[src/design/ps2acc_pkg.sv]
// Shared types, constants and arithmetic helpers for the PS/2 mouse packet accumulator.
package ps2acc_pkg;

    localparam int ACC_WIDTH    = 16;
    localparam int REPORT_WIDTH = 16;
    localparam int BUTTON_WIDTH = 3;
    localparam int DELTA_WIDTH  = 10;
    localparam int CMP_WIDTH    = (ACC_WIDTH > REPORT_WIDTH) ? ACC_WIDTH : REPORT_WIDTH;

    localparam int HDR_SYNC_BIT   = 3;
    localparam int HDR_X_SIGN_BIT = 4;
    localparam int HDR_Y_SIGN_BIT = 5;

    localparam logic OP_BYTE = 1'b0;
    localparam logic OP_READ = 1'b1;

    typedef enum logic [2:0] {
        SLOT_HEADER = 3'b001,
        SLOT_X      = 3'b010,
        SLOT_Y      = 3'b100
    } t_slot;

    typedef struct packed {
        logic       operation;
        logic [7:0] data_byte;
    } t_in;

    typedef struct packed {
        logic signed [REPORT_WIDTH-1:0] motion_x;
        logic signed [REPORT_WIDTH-1:0] motion_y;
        logic [BUTTON_WIDTH-1:0]        button_bits;
        logic                           fresh;
    } t_out;

    typedef struct packed {
        logic       go;
        logic       operation;
        logic [7:0] data_byte;
    } t_step;

    function automatic logic signed [ACC_WIDTH-1:0] sat_add(
        input logic signed [ACC_WIDTH-1:0]   acc,
        input logic signed [DELTA_WIDTH-1:0] delta
    );
        logic signed [ACC_WIDTH:0] sum;
        sum = (ACC_WIDTH+1)'(acc) + (ACC_WIDTH+1)'(delta);
        if (sum[ACC_WIDTH] != sum[ACC_WIDTH-1]) begin
            return sum[ACC_WIDTH] ? {1'b1, {(ACC_WIDTH-1){1'b0}}}
                                  : {1'b0, {(ACC_WIDTH-1){1'b1}}};
        end
        return sum[ACC_WIDTH-1:0];
    endfunction

    function automatic logic signed [REPORT_WIDTH-1:0] report_clamp(
        input logic signed [ACC_WIDTH-1:0] value
    );
        logic signed [CMP_WIDTH-1:0] wide;
        logic signed [CMP_WIDTH-1:0] lim_max;
        logic signed [CMP_WIDTH-1:0] lim_min;
        wide    = CMP_WIDTH'(value);
        lim_max = CMP_WIDTH'({1'b0, {(REPORT_WIDTH-1){1'b1}}});
        lim_min = -lim_max - CMP_WIDTH'(1);
        if (wide > lim_max) begin
            wide = lim_max;
        end else if (wide < lim_min) begin
            wide = lim_min;
        end
        return wide[REPORT_WIDTH-1:0];
    endfunction

endpackage

[src/design/ps2acc_motion.sv]
// Packet assembly, motion accumulation and button latching for one transaction per cycle.
module ps2acc_motion (
    input  logic                i_clk,
    input  logic                i_rst_n,
    input  ps2acc_pkg::t_step   i_step,
    output ps2acc_pkg::t_out    o_report
);

    ps2acc_pkg::t_slot r_slot, n_slot;
    logic [7:0] r_header, n_header;
    logic [7:0] r_x_byte, n_x_byte;
    logic signed [ps2acc_pkg::ACC_WIDTH-1:0] r_sum_x, n_sum_x;
    logic signed [ps2acc_pkg::ACC_WIDTH-1:0] r_sum_y, n_sum_y;
    logic [ps2acc_pkg::BUTTON_WIDTH-1:0] r_buttons, n_buttons;
    logic r_changed, n_changed;

    logic signed [8:0] dx9;
    logic signed [8:0] dy9;
    logic signed [ps2acc_pkg::DELTA_WIDTH-1:0] dx_ext;
    logic signed [ps2acc_pkg::DELTA_WIDTH-1:0] neg_dy;

    assign dx9    = $signed({r_header[ps2acc_pkg::HDR_X_SIGN_BIT], r_x_byte});
    assign dy9    = $signed({r_header[ps2acc_pkg::HDR_Y_SIGN_BIT], i_step.data_byte});
    assign dx_ext = ps2acc_pkg::DELTA_WIDTH'(dx9);
    assign neg_dy = -ps2acc_pkg::DELTA_WIDTH'(dy9);

    always_comb begin
        n_slot    = r_slot;
        n_header  = r_header;
        n_x_byte  = r_x_byte;
        n_sum_x   = r_sum_x;
        n_sum_y   = r_sum_y;
        n_buttons = r_buttons;
        n_changed = r_changed;
        if (i_step.go) begin
            if (i_step.operation == ps2acc_pkg::OP_READ) begin
                n_sum_x   = '0;
                n_sum_y   = '0;
                n_changed = 1'b0;
            end else begin
                unique case (r_slot)
                    ps2acc_pkg::SLOT_HEADER: begin
                        if (i_step.data_byte[ps2acc_pkg::HDR_SYNC_BIT]) begin
                            n_header = i_step.data_byte;
                            n_slot   = ps2acc_pkg::SLOT_X;
                        end
                    end
                    ps2acc_pkg::SLOT_X: begin
                        n_x_byte = i_step.data_byte;
                        n_slot   = ps2acc_pkg::SLOT_Y;
                    end
                    default: begin
                        n_sum_x   = ps2acc_pkg::sat_add(r_sum_x, dx_ext);
                        n_sum_y   = ps2acc_pkg::sat_add(r_sum_y, neg_dy);
                        n_buttons = r_header[ps2acc_pkg::BUTTON_WIDTH-1:0];
                        n_changed = 1'b1;
                        n_slot    = ps2acc_pkg::SLOT_HEADER;
                    end
                endcase
            end
        end
    end

    always_ff @(posedge i_clk) begin
        if (!i_rst_n) begin
            r_slot    <= ps2acc_pkg::SLOT_HEADER;
            r_header  <= '0;
            r_x_byte  <= '0;
            r_sum_x   <= '0;
            r_sum_y   <= '0;
            r_buttons <= '0;
            r_changed <= 1'b0;
        end else begin
            r_slot    <= n_slot;
            r_header  <= n_header;
            r_x_byte  <= n_x_byte;
            r_sum_x   <= n_sum_x;
            r_sum_y   <= n_sum_y;
            r_buttons <= n_buttons;
            r_changed <= n_changed;
        end
    end

    always_comb begin
        o_report.motion_x    = ps2acc_pkg::report_clamp(r_sum_x);
        o_report.motion_y    = ps2acc_pkg::report_clamp(r_sum_y);
        o_report.button_bits = r_buttons;
        o_report.fresh       = r_changed;
    end

    a_read_clears: assert property (@(posedge i_clk) disable iff (!i_rst_n)
        i_step.go && i_step.operation == ps2acc_pkg::OP_READ
        |=> !r_changed && r_sum_x == '0 && r_sum_y == '0)
        else $error("read did not clear the accumulated motion");

    a_out_of_sync_drop: assert property (@(posedge i_clk) disable iff (!i_rst_n)
        i_step.go && i_step.operation == ps2acc_pkg::OP_BYTE
        && r_slot == ps2acc_pkg::SLOT_HEADER && !i_step.data_byte[ps2acc_pkg::HDR_SYNC_BIT]
        |=> r_slot == ps2acc_pkg::SLOT_HEADER && $stable(r_header))
        else $error("header without sync bit was not dropped");

    a_packet_done: assert property (@(posedge i_clk) disable iff (!i_rst_n)
        i_step.go && i_step.operation == ps2acc_pkg::OP_BYTE && r_slot == ps2acc_pkg::SLOT_Y
        |=> r_changed && r_slot == ps2acc_pkg::SLOT_HEADER
            && r_buttons == $past(r_header[ps2acc_pkg::BUTTON_WIDTH-1:0]))
        else $error("completed packet did not update buttons and flag");

    a_idle_holds: assert property (@(posedge i_clk) disable iff (!i_rst_n)
        !i_step.go |=> $stable(r_slot) && $stable(r_sum_x) && $stable(r_sum_y)
                       && $stable(r_changed))
        else $error("state changed without a transaction");

endmodule

[src/design/ps2_mouse_packet_accumulator.sv]
// Top level of the PS/2 mouse packet accumulator with input and result registers.
//
// Usage: each input transaction carries an operation and a data byte. Operation
// byte feeds one received mouse byte into the three-byte packet assembler and
// produces no result. Operation read produces one result transaction holding the
// saturated X and Y motion, the latest buttons and the fresh flag, and then clears
// the motion sums and the flag.
// A read passes through the input register and then the result register before its
// result is valid on the result channel. Throughput is one transaction per cycle
// while no read waits behind a held result: the input register and the single-pass
// update in the motion unit take a new transaction every cycle otherwise.
// When the receiver stalls, the pending result holds in the result register. Byte
// transactions keep flowing; a read waiting behind the held result stalls the input
// channel until the result register frees up.
// Reset clears the packet position, the motion sums, the buttons, the flag and both
// valid bits; no transaction is accepted during reset.
module ps2_mouse_packet_accumulator (
    input  logic              i_clk,
    input  logic              i_rst_n,
    input  logic              i_valid,
    output logic              o_stall,
    input  ps2acc_pkg::t_in   i_item,
    output logic              o_valid,
    input  logic              i_stall,
    output ps2acc_pkg::t_out  o_result
);

    logic              r_in_vld;
    ps2acc_pkg::t_in   r_in;
    logic              r_out_vld;
    ps2acc_pkg::t_out  r_out;
    logic              out_free;
    logic              is_read;
    logic              go;
    ps2acc_pkg::t_step step;
    ps2acc_pkg::t_out  report;

    assign out_free = !r_out_vld || !i_stall;
    assign is_read  = r_in.operation == ps2acc_pkg::OP_READ;
    assign go       = r_in_vld && (!is_read || out_free);
    assign o_stall  = r_in_vld && !go;

    always_comb begin
        step.go        = go;
        step.operation = r_in.operation;
        step.data_byte = r_in.data_byte;
    end

    ps2acc_motion u_motion (
        .i_clk    (i_clk),
        .i_rst_n  (i_rst_n),
        .i_step   (step),
        .o_report (report)
    );

    always_ff @(posedge i_clk) begin
        if (!i_rst_n) begin
            r_in_vld  <= 1'b0;
            r_out_vld <= 1'b0;
        end else begin
            if (!o_stall) begin
                r_in_vld <= i_valid;
            end
            if (go && is_read) begin
                r_out_vld <= 1'b1;
            end else if (!i_stall) begin
                r_out_vld <= 1'b0;
            end
        end
    end

    always_ff @(posedge i_clk) begin
        if (!o_stall && i_valid) begin
            r_in <= i_item;
        end
        if (go && is_read) begin
            r_out <= report;
        end
    end

    assign o_valid  = r_out_vld;
    assign o_result = r_out;

endmodule

[config.mk]
export PLATFORM = sky130hd
export DESIGN_NAME = ps2_mouse_packet_accumulator
export DESIGN_NICKNAME = d
export VERILOG_FILES = /design/src/design/ps2acc_pkg.sv /design/src/design/ps2acc_motion.sv /design/src/design/ps2_mouse_packet_accumulator.sv
export SDC_FILE = /design/constraint.sdc
export NUM_CORES = 1
export LEC_CHECK = 0
export BUFFER_PORTS_ARGS = -buffer_cell sky130_fd_sc_hd__buf_2
export CAP_MARGIN = 0
export CORE_ASPECT_RATIO = 1.2
export CORE_UTILIZATION = 60
export CTS_BUF_LIST = sky130_fd_sc_hd__clkbuf_4
export CTS_CLUSTER_DIAMETER = 60
export DETAILED_ROUTE_END_ITERATION = 7
export GPL_TIMING_DRIVEN = 0
export PLACE_DENSITY_LB_ADDON = 0.15
export SLEW_MARGIN = 5
export SYNTH_ARGS = -nofsm -noshare
export SYNTH_HDL_FRONTEND = slang
export SYNTH_SLANG_ARGS = --single-unit
[constraint.sdc]
create_clock -name i_clk -period 5.7 [get_ports i_clk]
set_input_delay 0.57 -clock i_clk [delete_from_list [all_inputs] [get_ports i_clk]]
set_output_delay 0.57 -clock i_clk [all_outputs]
set_load 0.005 [all_outputs]
# Word-level counts from Yosys, hierarchy flattened
# Cells that the tools add are included.
[op_classes] addsub=3 magnitude_cmp=4 n_eq_ne=7 muxes=26 bitwise=2 reduce_logical=17
[op_table] op="16-bit two-way mux" n=12
[op_table] op="16-bit greater-than comparator (second input constant)" n=2
[op_table] op="16-bit < comparator (second input constant)" n=2
[op_table] op="16-bit by 10-bit adder with 17-bit output" n=1
[op_table] op="16-bit by 9-bit adder with 17-bit output" n=1
[op_table] op="1-bit two-way mux" n=12
[op_table] op="9-bit negator with 10-bit output" n=1
[op_table] op="3-bit AND reduction" n=3
[op_table] op="3-bit one-hot mux with 2 select lines" n=1
[op_table] op="1-bit zero test" n=5
[op_table] op="1-bit logical AND" n=4
[op_table] op="2-bit by 1-bit inequality test with 1-bit output (second input constant)" n=2
[op_table] op="4-bit AND reduction" n=1
[op_table] op="3-bit by 1-bit == test with 1-bit output (second input constant)" n=1
[op_table] op="3-bit by 2-bit == test with 1-bit output (second input constant)" n=1
[op_table] op="3-bit two-way mux" n=1
[op_table] op="1-bit logical OR" n=2
[op_table] op="1-bit inequality test" n=2
[op_table] op="2-bit inequality test (second input constant)" n=1
[op_table] op="1-bit inverter" n=2
[op_table] op="2-bit AND reduction" n=1
[op_table] op="2-bit OR reduction" n=1
[totals] regBits=100 input_bits=13 output_inout_bits=38 word_cells=74

# Depth between registers and ports, before layout
# Gate-level depths: netlist of the first run.
[depth] word_depth=10 mapped_depth=13 ltp_nobuf=11

# Hierarchy
# Synthesis of the first run repeated with hierarchy kept, for this count alone.
[unflattened] cells_unflattened=573 hier_area_um2=5460.2
[modules_own_cells] module="ps2acc_motion" instances=1 cells_each=517 area_per_inst_um2=4013.8 seq_area_each_um2=1041.0
[modules_own_cells] module="ps2_mouse_packet_accumulator" instances=1 cells_each=56 area_per_inst_um2=1446.4 seq_area_each_um2=1391.3

# Worst setup path before layout of the first run
# No wires, ideal clock.
[synth_path] kind="input-to-reg" from="in i_stall" to="reg r_out, in the netlist o_result[0] (enable)" setup_time_ns=0.441 t_arrival_ns=2.366 t_required_ns=5.259 path_slack_ns=2.893 stages=1 path_buffers=0 path_cell_list="a21oi_1"
[synth_between] elab_chain_len=5
[synth_lines] item="start, declared" line_no="ps2_mouse_packet_accumulator.sv:24" rtl="input logic i_stall,"
[synth_lines] item="1-bit zero test"
[synth_lines] item="1-bit logical OR" line_no="ps2_mouse_packet_accumulator.sv:38" rtl="assign out_free = !r_out_vld || !i_stall;"
[synth_lines] item="1-bit logical OR" line_no="ps2_mouse_packet_accumulator.sv:40" rtl="assign go = r_in_vld && (!is_read || out_free);"
[synth_lines] item="1-bit logical AND" line_no="ps2_mouse_packet_accumulator.sv:40"
[synth_lines] item="1-bit logical AND" line_no="ps2_mouse_packet_accumulator.sv:76" rtl="if (go && is_read) begin"
[synth_lines] item="end signal, assigned" line_no="ps2_mouse_packet_accumulator.sv:77" rtl="r_out <= report;"
[synth_lines] item="end, declared" line_no="ps2_mouse_packet_accumulator.sv:31" rtl="ps2acc_pkg::t_out r_out;"
# No other way between the ends.
# A chain may end at the register's enable or synchronous reset.

# Worst setup path in the final report of the first run
[layout_path] from="reg r_in[0] in the netlist's numbering" to="reg u_motion.r_sum_y[8] in the netlist's numbering"
[layout_between] elab_chain_len=10 elab_cells_between_ends=12 classes_between="add/sub: 2; eq/ne: 1; mux: 9"
[layout_lines] item="start, declared" line_no="ps2_mouse_packet_accumulator.sv:29" rtl="ps2acc_pkg::t_in r_in;"
[layout_lines] item="start signal, assigned" line_no="ps2_mouse_packet_accumulator.sv:74" rtl="r_in <= i_item;"
[layout_lines] item="9-bit negator with 10-bit output (*)" line_no="ps2acc_motion.sv:25" rtl="assign neg_dy = -ps2acc_pkg::DELTA_WIDTH'(dy9);"
[layout_lines] item="16-bit by 10-bit adder with 17-bit output (*)" line_no="ps2acc_pkg.sv:46" rtl="sum = (ACC_WIDTH+1)'(acc) + (ACC_WIDTH+1)'(delta);"
[layout_lines] item="1-bit inequality test" line_no="ps2acc_pkg.sv:47" rtl="if (sum[ACC_WIDTH] != sum[ACC_WIDTH-1]) begin"
[layout_lines] item="1-bit two-way mux" line_no="ps2acc_pkg.sv:47"
[layout_lines] item="1-bit two-way mux" line_no="ps2acc_motion.sv:41" rtl="unique case (r_slot)"
[layout_lines] item="1-bit two-way mux" line_no="ps2acc_motion.sv:36" rtl="if (i_step.operation == ps2acc_pkg::OP_READ) begin"
[layout_lines] item="1-bit two-way mux" line_no="ps2acc_motion.sv:35" rtl="if (i_step.go) begin"
[layout_lines] item="16-bit two-way mux (*)" line_no="ps2acc_pkg.sv:51" rtl="return sum[ACC_WIDTH-1:0];"
[layout_lines] item="16-bit two-way mux (*)" line_no="ps2acc_motion.sv:41"
[layout_lines] item="16-bit two-way mux (*)" line_no="ps2acc_motion.sv:36"
[layout_lines] item="end signal, assigned" line_no="ps2acc_motion.sv:78" rtl="r_sum_y <= n_sum_y;"
[layout_lines] item="end, declared" line_no="ps2acc_motion.sv:13" rtl="logic signed [ps2acc_pkg::ACC_WIDTH-1:0] r_sum_y, n_sum_y;"
# Every way passes the cells marked *; elsewhere a longest branch is shown, timed or not. The select of a mux whose other input is x is not followed.

==> metrics, run 1 <==
outcome finished clean; CTS Sinks 99; fillers 664; RSZ-0062 raised after global routing false; ant diodes 0; DR vias/cell 5.67; part of the cycle the worst path needs 53.2%; hold path depth 1; Max Slew Vio Count 0; YS warnings 0; Hold Buf Count CTS 0; Cell Area, Synth 5090 um2; Num CTS Buffers 9; Netlist cell types 59; highest clock rate 0.330 GHz; Detail Route Antenna Nets 0; largest family of logic cells by synthesized area compound AO/OA/AOI/OAI gates; Worst R2R Path Depth 11; CP endpoint kind flop; grt total ovfl 0; Pre-antenna DRT Iters 4; post-cts repair resize count 0; Synth Area in XOR/XNOR 4.30%; clock-pin transition on the worst setup and hold timing paths 150 ps; Most used DFF post-synth dfxtp_1; Die Y 103 um; Routed wire per std cell 15.4 um; sequential area share after synthesis 47.8%; Post-DP Area 5530 um2; share of cells above drive strength 1 17.9%; die width 86.1 um; DIE AREA 8860 um2; Required @ worst endpoint 6070 ps; VDD IR max 168 uV; pwr dens 219 nW/um2; async set-reset flop share out of synthesis 0%; CTS root buf clkbuf_4; Maximum Capacitance Violations 0; skew final 21.9 ps; Max-slew headroom 44.3%; Post-Route WL 10,100 um; final layout net count 584; IO Port Bufs 50; DRC errors left 0; Design Area, Final 5670 um2; first-pass GRT wire length 16,700 um; Syn Area/Cell 10.7 um2; area delta synth->final 11.3%; Synth Area in Simple Gates 10.4%; Post-synth EDFFs 45; initial antenna violation count 0; Hold Fails Final Rpt 0; IO Count 51; DRT iter0 DRCs 136; mux share of post-synthesis cell area 1.77%; setup_tns 0 ps; Hold Path Class primary input to flop; Compound-Gate Fraction of Synth Area 20.7%; CTS tree built; Worst Setup Path Type flop to flop; CP startpoint kind flop; Crit Path Max Fanout 10; syn nets 522; gp weighted congestion 0.908; Worst-Margin Slew 833 ps; cell count after synthesis 475; largest net degree at the start of global routing 20; final-report setup violation count 0; WP data arrival 3400 ps; vias post-DR 3,720; Period minus WS final 3030 ps; H-tree levels 3; clk_lat worst skew 470 ps; dpl hpwl 7430 um; number of global-route vias before repair 3,621; post-CTS setup repair buffer count 0; site row count 36; Longest Clk Path Bufs 2; synthesis-stage register bit count 99; initial core utilization 62.1%; core area 8200 um2; adder-cell share of the synthesized area 8.65%; LEAKAGE 2.38 nW; Total Routing Usage GR 24.5%; Tot Pwr 1.24 mW
[cell usage after synthesis (3+ instances only)]
| cell | instances | area share, % |
|---|---|---|
| and3_1 | 3 | 0.37 |
| a21boi_0 | 4 | 0.59 |
| a211oi_1 | 6 | 0.88 |
| dfxtp_1 | 54 | 21 |
| clkbuf_1 | 37 | 2.7 |
| nor2b_1 | 20 | 2.5 |
| nor3_1 | 4 | 0.39 |
| ha_1 | 32 | 7.9 |
| o21a_1 | 6 | 0.88 |
| xor2_1 | 8 | 1.4 |
| mux2i_1 | 9 | 1.8 |
| a211o_1 | 3 | 0.52 |
| and2_1 | 5 | 0.61 |
| nor2_1 | 31 | 2.3 |
| a221o_2 | 5 | 1.1 |
| a21oi_1 | 30 | 2.9 |
| o21ai_0 | 13 | 1.3 |
| a21o_1 | 9 | 1.3 |
| inv_1 | 20 | 1.5 |
| o21bai_1 | 3 | 0.44 |
| edfxtp_1 | 45 | 27 |
| a221o_1 | 28 | 5.5 |
| xnor2_1 | 17 | 2.9 |
| nand2_1 | 25 | 1.8 |
| nand3_1 | 6 | 0.59 |
| buf_6 | 7 | 1.5 |
[final timing paths]
kind / startpoint / endpoint / slack (ps)
worst max-delay path: r_in[0] / u_motion.r_sum_y[8] / 2670
worst min-delay path: i_item[5] / r_in[5] / 270
worst max register to register: r_in[0] / u_motion.r_sum_y[8] / 2670
worst min register to register: u_motion.r_buttons[2] / o_result[3] / 450
[report_power, final]
part           switching [mW]  internal (mW)
Sequential            0.00716          0.755
Clock                   0.236          0.139
Combinational          0.0587         0.0447
[state kept, by name (all words and copies together) (netlist names)]
signal	flops
u_motion.r_changed	1
u_motion.r_buttons	3
r_in	8
is_read	1
o_result	36
u_motion.r_slot	3
u_motion.r_sum_y	16
u_motion.r_header	5
r_in_vld	1
u_motion.r_sum_x	16
u_motion.r_x_byte	8
o_valid	1
[routing by layer]
metal,up-vias,global-route usage (%),wire length (um),share of wire [%]
met5,-,0,0,0
met4,0,10.1,220,2.2
met3,20,5.28,379,3.7
met2,90,43.0,5120,51
met1,1750,29.4,4390,43
li1,1860,-,-,-
[critical path, cell delays in order, from the launching register on]
cell      delay (ps)
edfxtp_1         420
ha_1             180
inv_1             50
fa_1             430
a211oi_2         250
o31ai_1          170
a211o_1          360
nand4_1          120
a32oi_1          150
a31o_4           310
buf_6            150
a221o_1          330
[cells in the final DEF (no fill, tap or decap), types with 4 or more instances in the layout]
cell type and n:
dfxtp_1 54, buf_2 52, edfxtp_1 45, clkbuf_1 37, ha_1 32, nor2_1 31
a21oi_1 29, a221o_1 28, nand2_1 25, inv_1 20, nor2b_1 20, xnor2_1 17
o21ai_0 13, clkbuf_4 10, a21o_1 9, mux2i_1 9, xor2_1 8, buf_6 7
o21a_1 6, nand3_1 6, a211oi_1 6, and2_1 5, a221o_2 5, nor3_1 4
a21boi_0 4
[area by class of cell]
cell class              instances  area, um2  share of cell area (%)
plain buffers                  49        253                    4.46
clock buffers                  10       75.1                    1.32
clock inverters                 6       66.3                    1.17
inverters                      20       75.1                    1.32
multi-input cells             307       2340                    41.4
flip-flops and latches         99       2430                    42.9
well taps                     114        143                    2.52
repair buffers                 51        278                    4.90
[per-stage QoR]
stage | setup slack (ps) | hold slack (ps) | util [%] | instances
3_3_place_gp | 1930 | 419 | 66.9 | 639
6_report | 2670 | 267 | 69.1 | 656
3_5_place_dp | 2700 | 418 | 67.4 | 640
2_1_floorplan | 2890 | 408 | - | 475
4_1_cts | 2650 | 244 | 69.1 | 656
5_1_grt | 2480 | 228 | 69.1 | 656
[kinds of logic after synthesis]
| group | count (synthesis) |
|---|---|
| AOI/OAI and AO/OA | 132 |
| and+or+nand+nor | 107 |
| DFF | 99 |
| buffers and inverters | 69 |
| adders and majority gates | 34 |
| xor gates and xnor gates | 25 |
| muxes | 9 |
Note: power is estimated with default switching activity, not from simulation.
==> run 2: changes to the inputs <==
ABC_AREA = 1   (was not set)
clock period = 2.8 ns   (was 5.7 ns; I/O delays follow)
==> run 2 against run 1 <==
  * Critical path depth is the same
  * Count of clock-buffer cells in the layout is the same
  * Routed wire length grew 24%
  * Combinational power grew to 3.7 times the previous value
  * Area after synthesis grew 12%
  * Highest routed layer unchanged
==> metrics, run 2 <==
synthesis-stage register bit count 99 (unchanged); Num CTS Buffers 9 (unchanged); grt total ovfl 0 (unchanged); outcome finished clean (unchanged); skew final 25.0 ps (was 21.9 ps); non-filler cells, final 911 (was 656); Period minus WS final 2520 ps (was 3030 ps); Most used DFF post-synth dfxtp_1 (unchanged); pwr dens 420 nW/um2 (was 219 nW/um2); final-report setup violation count 0 (unchanged); Compound-Gate Fraction of Synth Area 10.3% (was 20.7%); VDD IR max 386 uV (was 168 uV); largest family of logic cells by synthesized area simple AND/OR/NAND/NOR gates (was compound AO/OA/AOI/OAI gates); cell count after synthesis 716 (was 475); ant diodes 0 (unchanged); async set-reset flop share out of synthesis 0% (unchanged); number of global-route vias before repair 4,685 (was 3,621); Post-synth top cells nand2_1, inv_1, dfxtp_1 (was dfxtp_1, edfxtp_1, clkbuf_1); minimum hold slack 24.0 ps (was 267 ps); gp weighted congestion 0.914 (was 0.908); die width 91.2 um (was 86.1 um); Worst Setup Path Type flop to flop (unchanged); most frequent cells in the layout nand2_1, inv_1, dfxtp_1 (was dfxtp_1, buf_2, edfxtp_1); WP data arrival 2930 ps (was 3400 ps); DRT iter0 DRCs 156 (was 136); Worst R2R Path Depth 11 (unchanged); Post-Route WL 12,500 um (was 10,100 um); Required @ worst endpoint 3200 ps (was 6070 ps); Cell Area, Synth 5730 um2 (was 5090 um2); final layout net count 833 (was 584); IO Count 51 (unchanged); first-pass GRT wire length 21,200 um (was 16,700 um); DR vias/cell 5.20 (was 5.67); sequential area share after synthesis 42.5% (was 47.8%); DIE AREA 9950 um2 (was 8860 um2); CTS tree built (unchanged); RSZ-0062 raised after global routing false (unchanged); fillers 774 (was 664); Synth Area in Simple Gates 27.4% (was 10.4%); core area 9180 um2 (was 8200 um2); Routed wire per std cell 13.7 um (was 15.4 um); site row count 38 (was 36); Longest Clk Path Bufs 2 (unchanged); initial antenna violation count 0 (unchanged); clk_lat worst skew 490 ps (was 470 ps); IO Port Bufs 50 (unchanged); count leader, synth nand2_1 (was dfxtp_1); Netlist cell types 32 (was 59); H-tree levels 3 (unchanged); Hold Fails Final Rpt 0 (unchanged); Post-synth EDFFs 45 (unchanged); most common cell after layout, fill and taps aside nand2_1 (was dfxtp_1); dpl cells 886 (was 640); Max-slew headroom 44.1% (was 44.3%); LEAKAGE 2.93 nW (was 2.38 nW); CP endpoint kind flop (unchanged); Detail Route Antenna Nets 0 (unchanged); adder-cell share of the synthesized area 7.69% (was 8.65%); Pre-antenna DRT Iters 5 (was 4); YS warnings 0 (unchanged); fin util 69.2% (was 69.1%); area leader, netlist edfxtp_1 (unchanged); syn nets 763 (was 522); initial core utilization 62.4% (was 62.1%); Max Slew Vio Count 0 (unchanged); dpl hpwl 9320 um (was 7430 um); setup_tns 0 ps (unchanged); Worst-Margin Slew 838 ps (was 833 ps); post-cts repair resize count 0 (unchanged); highest clock rate 0.397 GHz (was 0.330 GHz); hold path depth 3 (was 1); Die Y 109 um (was 103 um); Tot Pwr 2.66 mW (was 1.24 mW); CTS root buf clkbuf_4 (unchanged); Crit Path Max Fanout 10 (unchanged); largest net degree at the start of global routing 38 (was 20); Syn Area/Cell 8.00 um2 (was 10.7 um2); post-synth top area share 23.6% (was 26.5%); clock-pin transition on the worst setup and hold timing paths 170 ps (was 150 ps); area of the multi-input gates 2760 um2 (was 2340 um2); share of cells above drive strength 1 18.8% (was 17.9%); Total Routing Usage GR 27.5% (was 24.5%); Maximum Capacitance Violations 0 (unchanged); CP startpoint kind flop (unchanged); vias post-DR 4,735 (was 3,720); DRC errors left 0 (unchanged); Hold Path Class primary input to flop (unchanged); part of the cycle the worst path needs 90.0% (was 53.2%); CTS Sinks 99 (unchanged); synth top area cells edfxtp_1, dfxtp_1, nand2_1 (was edfxtp_1, dfxtp_1, ha_1); Synth Area in XOR/XNOR 2.75% (was 4.30%); max reg flops 36 (unchanged); mux share of post-synthesis cell area 0% (was 1.77%); Register Area 2430 um2 (unchanged); area delta synth->final 10.9% (was 11.3%)
## run 2: cell types whose count changed in the layout (fill, tap and decap cells not counted), sizes merged, moves of 9 or more
cell         previous run  this run
a21o                    9         0
dlygate4sd3             0         9
a221o                  33         0
inv                    21        87
a21oi                  32        73
nand2                  25       238
mux2i                   9         0
nor2b                  21         0
nand3                   6        52
## run 2: power by group
part           leakage (nW)  switching, mW  total [mW]  internal (mW)
Combinational          2.01          0.239       0.377          0.139
Sequential            0.853         0.0142        1.55           1.54
Clock                0.0710          0.523       0.734          0.211
Total                  2.93          0.776        2.66           1.89
## run 2: area by class of cell
cell class / instances / share of cell area [%]
inverters: 84 / 4.96
clock buffers: 10 / 1.18
well taps: 120 / 2.36
clock inverters: 6 / 0.887
plain buffers: 47 / 3.57
repair buffers: 59 / 5.36
multi-input cells: 486 / 43.4
flip-flops and latches: 99 / 38.3
## run 2: cells by family after synthesis
kind of cell,after synthesis
AND/OR/NAND/NOR,341
XOR/XNOR,18
flip-flops,99
adder cells (fa/ha/maj),34
AO/OA/AOI/OAI,93
buffers and inverters,131
## run 2: path summary, 6_finish.rpt
| check | startpoint | to | slack [ps] |
|---|---|---|---|
| max | u_motion.r_header[4] | u_motion.r_sum_x[9] | 280 |
| min | i_valid | r_in_vld | 20 |
| max reg2reg | u_motion.r_header[4] | u_motion.r_sum_x[9] | 280 |
| min reg2reg | u_motion.r_buttons[0] | o_result[1] | 460 |
## run 2: per-layer routing
layer  wire length [um]  vias to the layer above  global-route usage, %
li1                   -                     2432                      -
met1               5220                     2188                   31.2
met2               6590                       88                   50.9
met3                412                       27                   3.91
met4                291                        0                   13.4
met5                  0                        -                      0
## run 2: worst max-delay path: stages (launching register included)
cell and delay (ps):
dfxtp_1 630, ha_1 370, a21oi_1 220, nand2_1 100
a21oi_1 220, nand2_1 110, nand2_1 80, nand2_2 80
a21oi_4 260, buf_6 190, nand2_1 60, a21oi_1 120
## run 2: repair_timing
action                    in CTS  in global routing
setup buffers                  0                  0
hold buffers                   9                  0
hold endpoints to repair       9                  0
## run 2: stage by stage
| step | area, um2 | setup WS (ps) |
|---|---|---|
| floorplan | 5730 | 706 |
| global placement | 6130 | 387 |
| detailed placement | 6130 | 325 |
| CTS | 6350 | 300 |
| global route | 6350 | 18.9 |
| finish | 6350 | 279 |
==> run 3: changes to the inputs <==
CTS_BUF_LIST = not set   (was sky130_fd_sc_hd__clkbuf_4)
SETUP_SLACK_MARGIN = 0.1   (was not set)
==> run 3 against run 2 <==
  * Global-route usage is 0.24 points lower
  * Combinational power is 2% lower
  * Count of clock-buffer cells in the layout stayed put
  * Die area stayed put
  * Sequential share of layout area is 0.24 points higher
  * Cell count is 0.99% lower
  * Clock skew is 4.9 ps lower
  * Routed wire length is 0.86% lower
  * Critical path depth is 1 higher
  * Fmax is 3.5% higher
  * Critical endpoint is now u_motion.r_sum_y[7]
  * Largest cell class unchanged
  * Largest power group unchanged
  * Highest routed layer unchanged
==> metrics, run 3 (same netlist as run 2, synthesis figures left out) <==
DRC errors left 0 (unchanged); Crit Path Max Fanout 10 (unchanged); H-tree levels 3 (unchanged); Routed wire per std cell 13.8 um (was 13.7 um); Hold Buf Count CTS 0 (was 9); initial antenna violation count 0 (unchanged); setup_tns 0 ps (unchanged); post-route setup slack 365 ps (was 279 ps); post-cts repair resize count 0 (unchanged); max reg flops 36 (unchanged); fillers 781 (was 774); dpl hpwl 9320 um (unchanged); Total Routing Usage GR 27.3% (was 27.5%); first-pass GRT wire length 21,000 um (was 21,200 um); Num CTS Buffers 9 (unchanged); DR vias/cell 5.21 (was 5.20); share of cells above drive strength 1 19.1% (was 18.8%); number of global-route vias before repair 4,656 (was 4,685); Die Y 109 um (unchanged); Worst R2R Path Depth 12 (was 11); largest net degree at the start of global routing 38 (unchanged); RSZ-0062 raised after global routing false (unchanged); Detail Route Antenna Nets 0 (unchanged); Tot Pwr 2.80 mW (was 2.66 mW); worst hold start i_item[1] (was i_valid); IO Port Bufs 50 (unchanged); ant diodes 0 (unchanged); clock-pin transition on the worst setup and hold timing paths 110 ps (was 170 ps); most common cell after layout, fill and taps aside nand2_1 (unchanged); die width 91.2 um (unchanged); CP startpoint kind flop (unchanged); Period minus WS final 2440 ps (was 2520 ps); DRT iter0 DRCs 218 (was 156); worst r2r src u_motion.r_header[5] (was u_motion.r_header[4]); Max-slew headroom 43.8% (was 44.1%); final-report setup violation count 0 (unchanged); Max Slew Vio Count 0 (unchanged); Maximum Capacitance Violations 0 (unchanged); VDD IR max 397 uV (was 386 uV); Hold Path Class primary input to flop (unchanged); part of the cycle the worst path needs 87.0% (was 90.0%); area delta synth->final 10.2% (was 10.9%); Pre-antenna DRT Iters 5 (unchanged); clk_lat worst skew 390 ps (was 490 ps); grt total ovfl 0 (unchanged); post-CTS setup repair buffer count 0 (unchanged); IO Count 51 (unchanged); R2R setup slack 360 ps (was 280 ps); Worst-Margin Slew 844 ps (was 838 ps); pwr dens 443 nW/um2 (was 420 nW/um2); core area 9180 um2 (unchanged); Hold Fails Final Rpt 0 (unchanged); DIE AREA 9950 um2 (unchanged); Required @ worst endpoint 3110 ps (was 3200 ps); RR Endpoint u_motion.r_sum_y[7] (was u_motion.r_sum_x[9]); skew final 20.1 ps (was 25.0 ps); WP data arrival 2750 ps (was 2930 ps); gp weighted congestion 0.914 (unchanged); final layout net count 824 (was 833); CTS tree built (unchanged); Longest Clk Path Bufs 2 (unchanged); setup slack at placement 325 ps (unchanged); outcome finished clean (unchanged); Worst Setup Path Type flop to flop (unchanged); most frequent cells in the layout nand2_1, inv_1, a21oi_1, dfxtp_1, buf_2 (was nand2_1, inv_1, dfxtp_1); highest clock rate 0.411 GHz (was 0.397 GHz); hold path depth 1 (was 3); vias post-DR 4,703 (was 4,735); initial core utilization 62.4% (unchanged); CP endpoint kind flop (unchanged); Worst Hold End r_in[1] (was r_in_vld); site row count 38 (unchanged); CTS Sinks 99 (unchanged); CTS root buf clkbuf_8 (was clkbuf_4); LEAKAGE 2.92 nW (was 2.93 nW); Post-Route WL 12,400 um (was 12,500 um)
run 3: cell count changes in the layout (fill, tap and decap cells not counted), sizes merged:
cell         delta
dlygate4sd3     -9
run 3: worst max path at each step:
stage / cells past startpoint / endpoint / startpoint
3_5_place_dp: 11 / u_motion.r_sum_x[12] / u_motion.r_header[4]
4_1_cts: 11 / u_motion.r_sum_x[12] / u_motion.r_header[4]
6_report: 12 / u_motion.r_sum_y[7] / u_motion.r_header[5]
5_1_grt: 15 / u_motion.r_sum_x[7] / u_motion.r_sum_x[0]
2_1_floorplan: 15 / u_motion.r_sum_y[12] / r_in[0]
3_3_place_gp: 12 / u_motion.r_sum_x[5] / u_motion.r_header[4]
run 3: worst max-delay path: stages, from the launching register on:
cell	delay [ps]
dfxtp_1	330
inv_1	280
ha_1	360
a21oi_2	240
nand2_1	120
a21oi_4	180
nand2_2	90
nand2_2	80
nand2_4	70
a21oi_4	240
buf_12	190
nand2_2	60
a21oi_2	110
run 3: power breakdown:
group,leakage [nW],total [mW],switching (mW),internal [mW]
clock,0.0909,0.879,0.537,0.342
combinational,1.97,0.368,0.238,0.130
sequential,0.854,1.55,0.0143,1.54
run 3: through the flow:
| step | utilization [%] | std cells | hold WS (ps) | cell area (um2) |
|---|---|---|---|---|
| after CTS | 68.8 | 902 | 54.4 | 6310 |
| final | 68.8 | 902 | 62.8 | 6310 |
| after global routing | 68.8 | 902 | 47.4 | 6310 |
| after detailed placement | 66.8 | 886 | 419 | 6130 |
| after floorplan | - | 716 | 379 | 5730 |
| after global placement | 66.8 | 886 | 416 | 6130 |
run 3: layout make-up:
| cell class | instances | area, um2 | share of cell area, % |
|---|---|---|---|
| buffer | 47 | 226 | 3.59 |
| clock buffer | 10 | 128 | 2.02 |
| timing repair buffer | 50 | 250 | 3.96 |
| multi-input combinational | 486 | 2760 | 43.6 |
| tap | 120 | 150 | 2.38 |
| inverter | 84 | 315 | 4.99 |
| sequential | 99 | 2430 | 38.5 |
| clock inverter | 6 | 56.3 | 0.892 |
run 3: layer usage:
metal  up-vias  global-route usage, %  part of all wire, %
li1       2411                      -                    -
met1      2178                   30.8                   42
met2        90                   49.9                   52
met3        24                   5.23                  3.2
met4         0                   12.5                  2.5
met5         -                      0                    0
